## src/rtl/ssnd_pkg.sv

```systemverilog
// ============================================================================
// ssnd_pkg: shared types and constants for the seven-segment number display
// Request structures, digit constants and the segment encoding table.
// ============================================================================
package ssnd_pkg;

    // Input request: display number and signed value to show.
    typedef struct packed {
        logic [2:0]         display_select;
        logic signed [15:0] shown_value;
    } t_in_req;

    // Output request: one digit of one display.
    typedef struct packed {
        logic [3:0] digit_line;
        logic [1:0] segment_group;
        logic [6:0] segment_pattern;
        logic       last_digit;
    } t_out_req;

    // Stage 1 result: clamped magnitude with display routing.
    typedef struct packed {
        logic       neg;
        logic [9:0] val;
        logic [3:0] base_line;
        logic [1:0] group;
    } t_clamp;

    // Stage 2 result: hundreds digit and value divided by ten.
    typedef struct packed {
        logic       neg;
        logic [9:0] val;
        logic [3:0] hund;
        logic [6:0] q10;
        logic [3:0] base_line;
        logic [1:0] group;
    } t_quot;

    // Stage 3 result: the three decimal digits.
    typedef struct packed {
        logic       neg;
        logic [3:0] hund;
        logic [3:0] tens;
        logic [3:0] units;
        logic [3:0] base_line;
        logic [1:0] group;
    } t_digits;

    // Display numbers and segment groups.
    localparam logic [2:0] DISP_FIRST  = 3'd1;
    localparam logic [2:0] DISP_GRP0   = 3'd2;
    localparam logic [2:0] DISP_GRP1   = 3'd3;
    localparam logic [2:0] DISP_LAST   = 3'd5;
    localparam logic [1:0] GROUP_LOW   = 2'd0;
    localparam logic [1:0] GROUP_MID   = 2'd1;
    localparam logic [1:0] GROUP_HIGH  = 2'd2;

    // Clamp limits.
    localparam logic [9:0]  MAX_POS    = 10'd999;
    localparam logic [16:0] MAX_NEG    = 17'd99;

    // Reciprocal multipliers: x/100 = (x*41)>>12 and x/10 = (x*205)>>11,
    // both exact for x up to 1023.
    localparam logic [15:0] RECIP_100  = 16'd41;
    localparam int          SHIFT_100  = 12;
    localparam logic [17:0] RECIP_10   = 18'd205;
    localparam int          SHIFT_10   = 11;
    localparam logic [6:0]  TEN_7      = 7'd10;
    localparam logic [9:0]  TEN_10     = 10'd10;

    // Digit positions within one display.
    localparam logic [1:0] POS_HUNDREDS = 2'd0;
    localparam logic [1:0] POS_TENS     = 2'd1;
    localparam logic [1:0] POS_UNITS    = 2'd2;

    // Segment patterns, bit 0 is segment a.
    localparam logic [6:0] SEG_MINUS = 7'h40;
    localparam logic [6:0] SEG_BLANK = 7'h00;

    function automatic logic [6:0] seg_encode(input logic [3:0] digit);
        logic [6:0] pat;
        case (digit)
            4'd0:    pat = 7'h3F;
            4'd1:    pat = 7'h06;
            4'd2:    pat = 7'h5B;
            4'd3:    pat = 7'h4F;
            4'd4:    pat = 7'h66;
            4'd5:    pat = 7'h6D;
            4'd6:    pat = 7'h7D;
            4'd7:    pat = 7'h07;
            4'd8:    pat = 7'h7F;
            4'd9:    pat = 7'h6F;
            default: pat = SEG_BLANK;
        endcase
        return pat;
    endfunction

endpackage

```

## src/rtl/ssnd_clamp.sv

```systemverilog
// ============================================================================
// ssnd_clamp: first pipeline stage
// Drops requests for absent displays, takes the magnitude, clamps it and
// works out the segment group and first digit line.
// ============================================================================
module ssnd_clamp (
    input  logic              i_clk,
    input  logic              i_rst_n,
    input  logic              i_valid,
    output logic              o_ready,
    input  ssnd_pkg::t_in_req i_req,
    output logic              o_valid,
    input  logic              i_ready,
    output ssnd_pkg::t_clamp  o_data
);
    import ssnd_pkg::*;

    logic        r_valid;
    t_clamp      r_data;
    t_clamp      n_data;
    logic        w_disp_ok;
    logic [16:0] w_neg_mag;
    logic [2:0]  w_disp_m1;

    // The stage takes a new request whenever it is empty or being drained.
    assign o_ready   = !r_valid || i_ready;
    assign w_disp_ok = (i_req.display_select >= DISP_FIRST) &&
                       (i_req.display_select <= DISP_LAST);

    // Magnitude and clamp; the most negative value also lands above 99.
    assign w_neg_mag = 17'h10000 - {1'b0, i_req.shown_value};
    assign w_disp_m1 = i_req.display_select - DISP_FIRST;

    always_comb begin
        n_data.neg = i_req.shown_value[15];
        if (i_req.shown_value[15]) begin
            n_data.val = (w_neg_mag > MAX_NEG) ? MAX_NEG[9:0] : w_neg_mag[9:0];
        end else if (i_req.shown_value > $signed({6'd0, MAX_POS})) begin
            n_data.val = MAX_POS;
        end else begin
            n_data.val = i_req.shown_value[9:0];
        end
        n_data.base_line = {w_disp_m1, 1'b0} + {1'b0, w_disp_m1};
        if (i_req.display_select <= DISP_GRP0) begin
            n_data.group = GROUP_LOW;
        end else if (i_req.display_select == DISP_GRP1) begin
            n_data.group = GROUP_MID;
        end else begin
            n_data.group = GROUP_HIGH;
        end
    end

    // Stage register with its valid bit.
    always_ff @(posedge i_clk) begin
        if (!i_rst_n) begin
            r_valid <= 1'b0;
        end else if (o_ready) begin
            r_valid <= i_valid && w_disp_ok;
        end
    end

    always_ff @(posedge i_clk) begin
        if (o_ready && i_valid) begin
            r_data <= n_data;
        end
    end

    assign o_valid = r_valid;
    assign o_data  = r_data;

endmodule

```

## src/rtl/ssnd_split.sv

```systemverilog
// ============================================================================
// ssnd_split: second and third pipeline stages
// Splits the clamped value into decimal digits with reciprocal multipliers:
// quotients by 100 and 10 first, then the digits by subtraction.
// ============================================================================
module ssnd_split (
    input  logic              i_clk,
    input  logic              i_rst_n,
    input  logic              i_valid,
    output logic              o_ready,
    input  ssnd_pkg::t_clamp  i_data,
    output logic              o_valid,
    input  logic              i_ready,
    output ssnd_pkg::t_digits o_data
);
    import ssnd_pkg::*;

    logic        r_v2;
    logic        r_v3;
    t_quot       r_s2;
    t_digits     r_s3;
    t_quot       n_s2;
    t_digits     n_s3;
    logic        w_ready2;
    logic        w_ready3;
    logic [15:0] w_prod100;
    logic [17:0] w_prod10;
    logic [6:0]  w_tens;
    logic [9:0]  w_units;

    assign w_ready3 = !r_v3 || i_ready;
    assign w_ready2 = !r_v2 || w_ready3;
    assign o_ready  = w_ready2;

    // Stage 2: both quotients from independent constant multiplies.
    assign w_prod100 = 16'(i_data.val) * RECIP_100;
    assign w_prod10  = 18'(i_data.val) * RECIP_10;

    always_comb begin
        n_s2.neg       = i_data.neg;
        n_s2.val       = i_data.val;
        n_s2.hund      = w_prod100[SHIFT_100 +: 4];
        n_s2.q10       = w_prod10[SHIFT_10 +: 7];
        n_s2.base_line = i_data.base_line;
        n_s2.group     = i_data.group;
    end

    // Stage 3: remainders give the tens and units digits.
    assign w_tens  = r_s2.q10 - (7'(r_s2.hund) * TEN_7);
    assign w_units = r_s2.val - (10'(r_s2.q10) * TEN_10);

    always_comb begin
        n_s3.neg       = r_s2.neg;
        n_s3.hund      = r_s2.hund;
        n_s3.tens      = w_tens[3:0];
        n_s3.units     = w_units[3:0];
        n_s3.base_line = r_s2.base_line;
        n_s3.group     = r_s2.group;
    end

    // Valid bits travel with the data.
    always_ff @(posedge i_clk) begin
        if (!i_rst_n) begin
            r_v2 <= 1'b0;
            r_v3 <= 1'b0;
        end else begin
            if (w_ready2) begin
                r_v2 <= i_valid;
            end
            if (w_ready3) begin
                r_v3 <= r_v2;
            end
        end
    end

    always_ff @(posedge i_clk) begin
        if (w_ready2 && i_valid) begin
            r_s2 <= n_s2;
        end
        if (w_ready3 && r_v2) begin
            r_s3 <= n_s3;
        end
    end

    assign o_valid = r_v3;
    assign o_data  = r_s3;

    // The quotients and digits stay in decimal range.
    a_hund_range: assert property (@(posedge i_clk) disable iff (!i_rst_n)
        r_v2 |-> (r_s2.hund < 4'd10) && (r_s2.q10 < 7'd100))
        else $error("hundreds or tens quotient out of range");

    a_quot_match: assert property (@(posedge i_clk) disable iff (!i_rst_n)
        r_v2 |-> ((7'(r_s2.hund) * TEN_7) <= r_s2.q10))
        else $error("quotient by ten below ten times hundreds");

    a_digit_range: assert property (@(posedge i_clk) disable iff (!i_rst_n)
        r_v3 |-> (r_s3.tens < 4'd10) && (r_s3.units < 4'd10))
        else $error("tens or units digit out of range");

endmodule

```

## src/rtl/ssnd_serial.sv

```systemverilog
// ============================================================================
// ssnd_serial: segment encoding and digit serialiser
// Encodes the three digits on load and hands them out one request per
// cycle while the receiver is ready, hundreds first, units last.
// ============================================================================
module ssnd_serial (
    input  logic               i_clk,
    input  logic               i_rst_n,
    input  logic               i_valid,
    output logic               o_ready,
    input  ssnd_pkg::t_digits  i_data,
    output logic               o_valid,
    input  logic               i_ready,
    output ssnd_pkg::t_out_req o_req
);
    import ssnd_pkg::*;

    logic       r_busy;
    logic [1:0] r_pos;
    logic [6:0] r_pat0;
    logic [6:0] r_pat1;
    logic [6:0] r_pat2;
    logic [3:0] r_base;
    logic [1:0] r_group;
    logic       w_take;
    logic       w_last_take;
    logic       w_load;

    assign w_take      = r_busy && i_ready;
    assign w_last_take = w_take && (r_pos == POS_UNITS);
    assign o_ready     = !r_busy || w_last_take;
    assign w_load      = i_valid && o_ready;

    // Control: busy flag and digit position.
    always_ff @(posedge i_clk) begin
        if (!i_rst_n) begin
            r_busy <= 1'b0;
            r_pos  <= POS_HUNDREDS;
        end else if (w_load) begin
            r_busy <= 1'b1;
            r_pos  <= POS_HUNDREDS;
        end else if (w_last_take) begin
            r_busy <= 1'b0;
        end else if (w_take) begin
            r_pos  <= r_pos + 2'd1;
        end
    end

    // Payload: the three patterns, minus in front of a negative value.
    always_ff @(posedge i_clk) begin
        if (w_load) begin
            r_pat0  <= i_data.neg ? SEG_MINUS : seg_encode(i_data.hund);
            r_pat1  <= seg_encode(i_data.tens);
            r_pat2  <= seg_encode(i_data.units);
            r_base  <= i_data.base_line;
            r_group <= i_data.group;
        end
    end

    // Output selection by position.
    always_comb begin
        o_req.digit_line    = r_base + {2'd0, r_pos};
        o_req.segment_group = r_group;
        o_req.last_digit    = (r_pos == POS_UNITS);
        case (r_pos)
            POS_HUNDREDS: o_req.segment_pattern = r_pat0;
            POS_TENS:     o_req.segment_pattern = r_pat1;
            POS_UNITS:    o_req.segment_pattern = r_pat2;
            default:      o_req.segment_pattern = SEG_BLANK;
        endcase
    end

    assign o_valid = r_busy;

    // A digit taken before the units is followed by the next digit.
    a_pos_step: assert property (@(posedge i_clk) disable iff (!i_rst_n)
        (w_take && (r_pos != POS_UNITS)) |=>
            (r_busy && (r_pos == $past(r_pos) + 2'd1)))
        else $error("digit position did not advance");

    // A new display starts at the hundreds digit.
    a_load_start: assert property (@(posedge i_clk) disable iff (!i_rst_n)
        w_load |=> (r_busy && (r_pos == POS_HUNDREDS)))
        else $error("loaded display does not start at hundreds");

    // No new digits are loaded while earlier ones remain.
    a_no_overrun: assert property (@(posedge i_clk) disable iff (!i_rst_n)
        (r_busy && (r_pos != POS_UNITS)) |-> !o_ready)
        else $error("serialiser ready with digits still pending");

endmodule

```

## src/rtl/seven_segment_number_display_core.sv

```systemverilog
// ============================================================================
// seven_segment_number_display_core: multiplexed display number formatter
// Turns a display number and signed value into three digit requests.
// ============================================================================
//
//  Channel  Direction  Handshake                  Request
//  input    in         i_in_valid / o_in_ready    i_in_req  (t_in_req)
//  output   out        o_out_valid / i_out_ready  o_out_req (t_out_req)
//
//  Each input request for displays 1 to 5 gives three output requests on
//  consecutive cycles while the output is ready; the serialiser takes the
//  next digits only when idle or as the last units digit is taken. Requests
//  for other displays are accepted and dropped at the first stage. The
//  hundreds digit is offered once its request has passed four register
//  stages: clamp, stages 2 and 3 and the serialiser. Synchronous active-low
//  reset empties every stage. A stall on the output fills the pipeline stage
//  by stage; nothing is lost or repeated.
//
module seven_segment_number_display_core (
    input  logic               i_clk,
    input  logic               i_rst_n,
    input  logic               i_in_valid,
    output logic               o_in_ready,
    input  ssnd_pkg::t_in_req  i_in_req,
    output logic               o_out_valid,
    input  logic               i_out_ready,
    output ssnd_pkg::t_out_req o_out_req
);
    import ssnd_pkg::*;

    logic    w_c_valid;
    logic    w_c_ready;
    t_clamp  w_c_data;
    logic    w_d_valid;
    logic    w_d_ready;
    t_digits w_d_data;

    // Stage 1: clamp and routing.
    ssnd_clamp u_clamp (
        .i_clk   (i_clk),
        .i_rst_n (i_rst_n),
        .i_valid (i_in_valid),
        .o_ready (o_in_ready),
        .i_req   (i_in_req),
        .o_valid (w_c_valid),
        .i_ready (w_c_ready),
        .o_data  (w_c_data)
    );

    // Stages 2 and 3: decimal digits.
    ssnd_split u_split (
        .i_clk   (i_clk),
        .i_rst_n (i_rst_n),
        .i_valid (w_c_valid),
        .o_ready (w_c_ready),
        .i_data  (w_c_data),
        .o_valid (w_d_valid),
        .i_ready (w_d_ready),
        .o_data  (w_d_data)
    );

    // Output: encoding and serialising.
    ssnd_serial u_serial (
        .i_clk   (i_clk),
        .i_rst_n (i_rst_n),
        .i_valid (w_d_valid),
        .o_ready (w_d_ready),
        .i_data  (w_d_data),
        .o_valid (o_out_valid),
        .i_ready (i_out_ready),
        .o_req   (o_out_req)
    );

endmodule
```

## config.mk

```make
export PLATFORM = sky130hd
export DESIGN_NAME = seven_segment_number_display_core
export DESIGN_NICKNAME = d
export VERILOG_FILES = /design/src/rtl/ssnd_pkg.sv /design/src/rtl/ssnd_clamp.sv /design/src/rtl/ssnd_split.sv /design/src/rtl/ssnd_serial.sv /design/src/rtl/seven_segment_number_display_core.sv
export SDC_FILE = /design/constraint.sdc
export NUM_CORES = 1
export LEC_CHECK = 0
export ABC_AREA = 1
export BUFFER_PORTS_ARGS = -buffer_cell sky130_fd_sc_hd__buf_2
export CORE_MARGIN = 5
export CORE_UTILIZATION = 45
export DETAILED_ROUTE_END_ITERATION = 8
export PLACE_DENSITY = 0.67
export RECOVER_POWER = 100
export REMOVE_ABC_BUFFERS = 1
export SLEW_MARGIN = 25
export SYNTH_ARGS = -nofsm -noshare
export SYNTH_HDL_FRONTEND = slang
export SYNTH_SLANG_ARGS = --single-unit
```

## constraint.sdc

```tcl
create_clock -name i_clk -period 4.2 [get_ports i_clk]
set_clock_uncertainty 0.2 [all_clocks]
set_input_delay 0 -clock i_clk [delete_from_list [all_inputs] [get_ports i_clk]]
set_output_delay 0 -clock i_clk [all_outputs]
set_load 0.02 [all_outputs]
```

==> results.sh, run 1 <==
export IMPL_status="complete, no violations"
export IMPL_cp_arrival_ps=3890
export IMPL_wl_per_cell_um=11.7
export IMPL_worst_path_max_fanout=6
export IMPL_gp_congestion=0.809
export IMPL_worstSkewPairLatency_ps=340
export IMPL_fillers=1336
export IMPL_layout_min_cycle_time_ps=4000
export IMPL_drive_above_1_share_pct=9.52
export IMPL_core_area_um2=14500
export IMPL_synth_most_common_cell="inv_1"
export IMPL_critPathBufInv=5
export IMPL_grt_max_degree=25
export IMPL_cp_top_family="adder cells"
export IMPL_path_cells="buf_4, ha_1, inv_1, fa_1, inv_1, fa_1, inv_1, fa_1, inv_1, ha_1, nand2_2, nor2_2, nand3b_1, nand4_1, a21oi_2, xor2_1"
export IMPL_min_period_over_period_pct=95.2
export IMPL_portBuffers=38
export IMPL_vias=4517
export IMPL_synth_edf_count=82
export IMPL_seq_area_frac_synth_pct=39.0
export IMPL_r2r_start="u_clamp.o_data[12]"
export IMPL_drc_errors=0
export IMPL_rsz0062_at_grt="false"
export IMPL_cp_slowest_cell="fa_1"
export IMPL_setup_viol=0
export IMPL_yosys_cell_types_count=38
export IMPL_netlist_area_um2=6620
export IMPL_r2r_slack_ps=200
export IMPL_synthArstFlopShare_pct=0
export IMPL_grt_pass1_vias=4412
export IMPL_dieHeight_um=131
export IMPL_ir_worst_vdd_mv=0.202
export IMPL_wirelength_mm=11.4
export IMPL_viasPerCell=4.65
export IMPL_cts_buffers=9
export IMPL_h_tree_depth=3
export IMPL_ios=39
export IMPL_synth_common_cells="148 x inv_1, 134 x nand2_1, 101 x ha_1, 82 x edfxtp_1, 44 x nor2_1"
export IMPL_synth_cells=701
export IMPL_yosysTopAreaCell="edfxtp_1"
export IMPL_max_freq_ghz=0.250
export IMPL_p_per_area_nw_per_um2=335
export IMPL_power_leakage_nw=3.64
export IMPL_cp_startpoint="u_clamp.o_data[12]"
export IMPL_die_x_um=131
export IMPL_postRouteAntennaNets=0
export IMPL_grt_overflow_total=0
export IMPL_diodes=0
export IMPL_finalHoldViolations=0
export IMPL_required_ps=4100
export IMPL_synthTopCellsByArea="edfxtp_1 37%, ha_1 19%, inv_1 8.4%"
export IMPL_rows=44
export IMPL_clock_path_buffers=2
export IMPL_worstMarginPinSlew_ps=1190
export IMPL_clockRootBuffer="clkbuf_16"
export IMPL_synth_seq_cells=88
export IMPL_cts_tree="done"
export IMPL_grt_pass1_wl_mm=19.9
export IMPL_maxSlewHeadroom_pct=20.4
export IMPL_slowest_delay_ps=530
export IMPL_slew_viol_final=0
export IMPL_maxCapViolCount=0
export IMPL_worstSetupPathType="flip-flop to flip-flop"
export IMPL_cts_sinks=88
export IMPL_timing_critical_path_mode_cell="inv_1"
export IMPL_syn_avg_cell_area_um2=9.44
export IMPL_finalNetCount=932
export IMPL_endpoint_kind="flip-flop"
export IMPL_antenna_found_initial=0
export IMPL_drtPass1Iterations=4
export IMPL_crit_path_end="u_split.r_s2[9]"
export IMPL_path_depth=16
export IMPL_grt_usage_pct=13.6
export IMPL_r2r_end="u_split.r_s2[9]"
export IMPL_syn_to_final_growth_pct=15.2
export IMPL_synth_top_area_share_pct=37.2
export IMPL_synth_warnings=0
export IMPL_hpwlAfterDp_mm=9.26
export IMPL_power_mw=2.55
export IMPL_dieArea_um2=17200
export IMPL_hp_class="input port to flip-flop"
export IMPL_initial_utilization_pct=45.7
export IMPL_clkTransAtPathRegs_ps=70
export IMPL_start_kind="flip-flop"
export IMPL_ys_flop_type="edfxtp_1"
export IMPL_drt_iter0_markers=194
export IMPL_reg2reg_depth=16
export IMPL_fin_setup_tns_ps=0
## per-stage QoR
step	std cells	worst slack [ps]	cell area (µm²)	hold WS [ps]	utilization, %
after floorplan	700	354	6610	-101	-
after global placement	929	234	7090	82.5	49.0
after detailed placement	929	169	7090	75.3	49.0
after CTS	965	148	7610	10.7	52.5
after global routing	972	23.8	7620	41.3	52.6
final	972	203	7620	18.9	52.6
## area by class of cell
cell class / instances / area, µm² / area share, %
Clock inverter: 5 / 63.8 / 0.837
Timing Repair Buffer: 72 / 455 / 5.98
Multi-Input combinational cell: 462 / 3470 / 45.6
Tap cell: 184 / 230 / 3.02
Sequential cell: 88 / 2580 / 33.9
Clock buffer: 11 / 253 / 3.32
Inverter: 150 / 563 / 7.39
## cells in the final DEF (no fill, tap or decap), types with 9 or more instances in the layout
master,netlist,final
ha_1,101,101
xor2_1,17,17
a21oi_1,28,25
clkbuf_1,1,24
nand2_1,134,134
o21ai_0,26,27
buf_2,0,18
inv_1,148,148
clkbuf_16,0,9
xnor2_1,9,9
dlygate4sd3_1,0,20
edfxtp_1,82,82
nor2_1,44,45
nand3_1,28,28
fa_1,25,25
## state kept, by name, indices dropped and copies added, names as in the netlist
name and count:
u_split.o_data 19, u_serial.r_pat1 7, u_clamp.o_valid 1, u_serial.r_group 2, u_serial.r_pat0 7, u_split.r_v2 1, u_split.n_s3 11, u_serial.r_base 4
u_serial.r_pat2 7, u_serial.o_valid 1, u_split.r_s2 8, u_split.o_valid 1, u_clamp.o_data 17, u_serial.r_pos 2
## timing repair
action | in CTS | in global routing
gates resized for setup | 0 | 6
hold endpoints to repair | 27 | 0
buffers inserted | 0 | 7
hold buffers | 20 | 0
setup endpoints to repair | 0 | 1
## worst min-delay path by stage
stage	start	end	slack, ps	cells past startpoint
after global placement	i_in_valid	u_clamp.o_valid	80	3
after detailed placement	i_in_valid	u_clamp.o_valid	80	3
after global routing	i_in_req[17]	u_clamp.o_data[0]	40	4
after floorplan	i_in_req[15]	u_clamp.o_data[16]	-100	0
final	i_in_req[17]	u_clamp.o_data[0]	20	4
after CTS	i_in_req[17]	u_clamp.o_data[0]	10	4
## worst register-to-register path, cell delays in order (launching register included)
cell,delay [ps]
edfxtp_1,460
buf_4,170
ha_1,290
inv_1,50
fa_1,470
inv_1,50
fa_1,530
inv_1,50
fa_1,520
inv_1,40
ha_1,270
nand2_2,70
nor2_2,120
nand3b_1,80
nand4_1,140
a21oi_2,70
xor2_1,140
## where the power goes
group	leakage (nW)	switching, mW	internal [mW]
Combinational	2.69	0.387	0.281
Clock	0.152	0.331	0.497
Sequential	0.802	0.0252	1.03
## cells by family (layout without fill, tap and decap cells)
logic type | count (synthesis) | count (layout) | share of synthesized area (%)
AO/OA/AOI/OAI | 66 | 66 | 5.43
XOR/XNOR | 26 | 26 | 3.44
adder cells (fa/ha/maj) | 126 | 126 | 26.7
buffers and inverters | 151 | 238 | 8.57
flip-flops | 88 | 88 | 39.0
multiplexers | 1 | 1 | 0.170
AND/OR/NAND/NOR | 243 | 243 | 16.7
## routing by layer
layer	vias to the layer above	global-route usage (%)	routed length [µm]
li1	2418	-	-
met1	2028	17.8	5390
met2	61	22.9	5440
met3	10	3.10	374
met4	0	3.54	188
met5	-	0	0
No activity file was read; power rests on OpenSTA's default activity.
==> run 2: changes to the inputs <==
- SYNTH_HIERARCHICAL: unset -> 1
==> run 2 against run 1 <==
The run now ends with capacitance limit, slew limit left. Critical path depth decreased by 1. Critical endpoint is now u_split/r_s2[7]. Hold slack improved by 21 ps. Largest power group is now combinational logic. Register-to-register slack improved by 70 ps. Fmax increased by 1.9%. Design area increased by 2.1%. Largest cell class unchanged. Worst setup slack improved by 73 ps.
==> results.sh, run 2 <==
export IMPL_status="complete, but fails checks"
export IMPL_failed_checks="capacitance limit, slew limit"
export IMPL_grt_overflow_total=0
export IMPL_drtPass1Iterations=4
export IMPL_h_tree_depth=3
export IMPL_clock_path_buffers=2
export IMPL_grt_max_degree=28
export IMPL_dp_cells=1006
export IMPL_postRouteAntennaNets=0
export IMPL_worst_path_max_fanout=5
export IMPL_crit_path_end="u_split/r_s2[7]"
export IMPL_max_freq_ghz=0.255
export IMPL_maxSlewHeadroom_pct=-10.4
export IMPL_cts_buffers=9
export IMPL_rsz0062_at_grt="false"
export IMPL_finalNetCount=1005
export IMPL_top_usage_layer="met2"
export IMPL_start_kind="flip-flop"
export IMPL_diodes=0
export IMPL_required_ps=4110
export IMPL_synthTopCellsByArea="edfxtp_1 36%, ha_1 19%, nand2_1 10%"
export IMPL_hpwlAfterDp_mm=9.79
export IMPL_clockRootBuffer="clkbuf_16"
export IMPL_core_area_um2=15000
export IMPL_grt_pass1_vias=4718
export IMPL_synth_seq_cells=88
export IMPL_grt_usage_pct=14.5
export IMPL_seq_area_frac_synth_pct=37.8
export IMPL_post_cts_setup_buffers=0
export IMPL_synth_top_area_share_pct=36.0
export IMPL_layout_min_cycle_time_ps=3920
export IMPL_die_x_um=133
export IMPL_endpoint_kind="flip-flop"
export IMPL_min_period_over_period_pct=93.4
export IMPL_netlist_area_um2=6840
export IMPL_cts_tree="done"
export IMPL_worstMarginPinSlew_ps=1660
export IMPL_ios=39
export IMPL_ir_worst_vdd_mv=0.190
export IMPL_synthArstFlopShare_pct=0
export IMPL_antenna_found_initial=0
export IMPL_drt_iter0_markers=193
export IMPL_vias=4916
export IMPL_met2_usage_pct=25.3
export IMPL_viasPerCell=4.69
export IMPL_cts_resized=0
export IMPL_cp_arrival_ps=3830
export IMPL_r2r_slack_ps=280
export IMPL_final_common_cell="nand2_1"
export IMPL_dieHeight_um=133
export IMPL_fin_setup_tns_ps=0
export IMPL_drive_above_1_share_pct=6.98
export IMPL_gp_congestion=0.929
export IMPL_synth_cells=776
export IMPL_synth_edf_count=82
export IMPL_finalHoldViolations=0
export IMPL_largest_reg_flops=19
export IMPL_cp_startpoint="u_clamp/o_data[8]"
export IMPL_cts_sinks=88
export IMPL_synth_common_cells="189 x nand2_1, 155 x inv_1, 102 x ha_1, 82 x edfxtp_1, 62 x nor2_1"
export IMPL_synth_most_common_cell="nand2_1"
export IMPL_ys_flop_type="edfxtp_1"
export IMPL_portBuffers=38
export IMPL_yosysTopAreaCell="edfxtp_1"
export IMPL_yosys_cell_types_count=34
export IMPL_gr_usage_met3_pct=2.38
export IMPL_rows=45
export IMPL_worstSkewPairLatency_ps=340
export IMPL_grt_pass1_wl_mm=21.1
export IMPL_synth_warnings=6
export IMPL_mostFrequentLayoutCells="193 x nand2_1, 155 x inv_1, 102 x ha_1"
export IMPL_clkTransAtPathRegs_ps=70
export IMPL_maxCapViolCount=1
export IMPL_r2r_end="u_split/r_s2[7]"
export IMPL_p_per_area_nw_per_um2=387
export IMPL_gr_usage_met1_pct=18.3
export IMPL_syn_avg_cell_area_um2=8.81
export IMPL_power_leakage_nw=3.84
export IMPL_worstSetupPathType="flip-flop to flip-flop"
export IMPL_drc_errors=0
export IMPL_instances_no_fill=1048
export IMPL_initial_utilization_pct=45.5
export IMPL_setup_viol=0
export IMPL_wl_per_cell_um=11.6
export IMPL_wirelength_mm=12.1
export IMPL_syn_to_final_growth_pct=13.8
export IMPL_dieArea_um2=17800
export IMPL_slew_viol_final=20
export IMPL_hp_class="input port to flip-flop"
export IMPL_r2r_start="u_clamp/o_data[8]"
export IMPL_reg2reg_depth=15
run 2: changes by cell type after synthesis, sizes merged, moves of 2 or more:
cell,previous run,this run
nand2,143,196
nor2,55,74
nand3,29,39
xor2,17,8
inv,149,157
o21ai,28,22
a21oi,28,31
nand3b,5,2
nand4,4,7
o21bai,1,4
a21boi,0,2
o2111ai,2,0
or2,3,1
run 2: routing by layer:
| metal | share of wire, % | up-vias |
|---|---|---|
| met1 | 46 | 2196 |
| met3 | 2.9 | 12 |
| li1 | - | 2639 |
| met2 | 50 | 69 |
| met5 | 0 | - |
| met4 | 1.3 | 0 |
run 2: how the worst min path moves through the flow:
| stage | from | end | slack [ps] | depth (start not counted) |
|---|---|---|---|---|
| 2_1_floorplan | i_in_req[15] | u_clamp/o_data[16] | -100 | 0 |
| 4_1_cts | i_in_req[10] | u_clamp/o_data[6] | 20 | 5 |
| 5_1_grt | i_in_req[10] | u_clamp/o_data[6] | 40 | 5 |
| 3_3_place_gp | i_in_valid | u_clamp/o_valid | 90 | 3 |
| 3_5_place_dp | i_in_valid | u_clamp/o_valid | 90 | 3 |
| 6_report | i_in_req[10] | u_clamp/o_data[6] | 40 | 5 |
run 2: what timing repair did:
item	4_1_cts	5_1_grt
endpoints found under the setup margin	0	0
hold buffers	26	0
endpoints found under the hold margin	22	0
run 2: final cells by class:
type,instances,area [µm²]
Fill cell,1384,7250
Multi-Input combinational cell,528,3620
Sequential cell,88,2580
Inverter,159,597
Timing Repair Buffer,69,457
Tap cell,188,235
Clock buffer,9,225
Clock inverter,7,62.6
run 2: worst max-delay path: stages (launching register included):
cell,delay [ps]
edfxtp_1,460
ha_1,360
inv_1,70
fa_1,530
inv_1,50
fa_1,520
inv_1,50
fa_1,520
inv_1,40
ha_1,340
a21oi_1,200
nor2_1,60
nor2_1,120
nand2_1,70
nand2_1,50
nand2_1,40
run 2: cell families (layout without fill, tap and decap cells):
logic type	Yosys count	in the layout	synth area share, %
AOI/OAI and AO/OA	62	62	5.12
xor gates and xnor gates	16	16	2.05
adders and majority gates	127	127	26.0
buffers and inverters	160	244	8.80
DFF	88	88	37.8
and+or+nand+nor	323	323	20.3
run 2: through the flow:
| step | setup slack, ps | power [mW] | hold WS [ps] | instance area, µm² | utilization, % |
|---|---|---|---|---|---|
| CTS | 282 | 3.04 | 16.4 | 7850 | 52.2 |
| floorplan | 423 | 1.98 | -101 | 6840 | - |
| global route | 87.7 | 3.26 | 43.9 | 7780 | 51.8 |
| finish | 276 | 3.01 | 40.2 | 7780 | 51.8 |
| detailed placement | 286 | 2.23 | 86.5 | 7300 | 48.6 |
| global placement | 338 | 2.22 | 85.5 | 7300 | 48.6 |
run 2: power by group:
group | internal [mW] | switching (mW)
registers | 1.04 | 0.0339
logic | 0.459 | 0.699
clock network | 0.414 | 0.357
total | 1.92 | 1.09
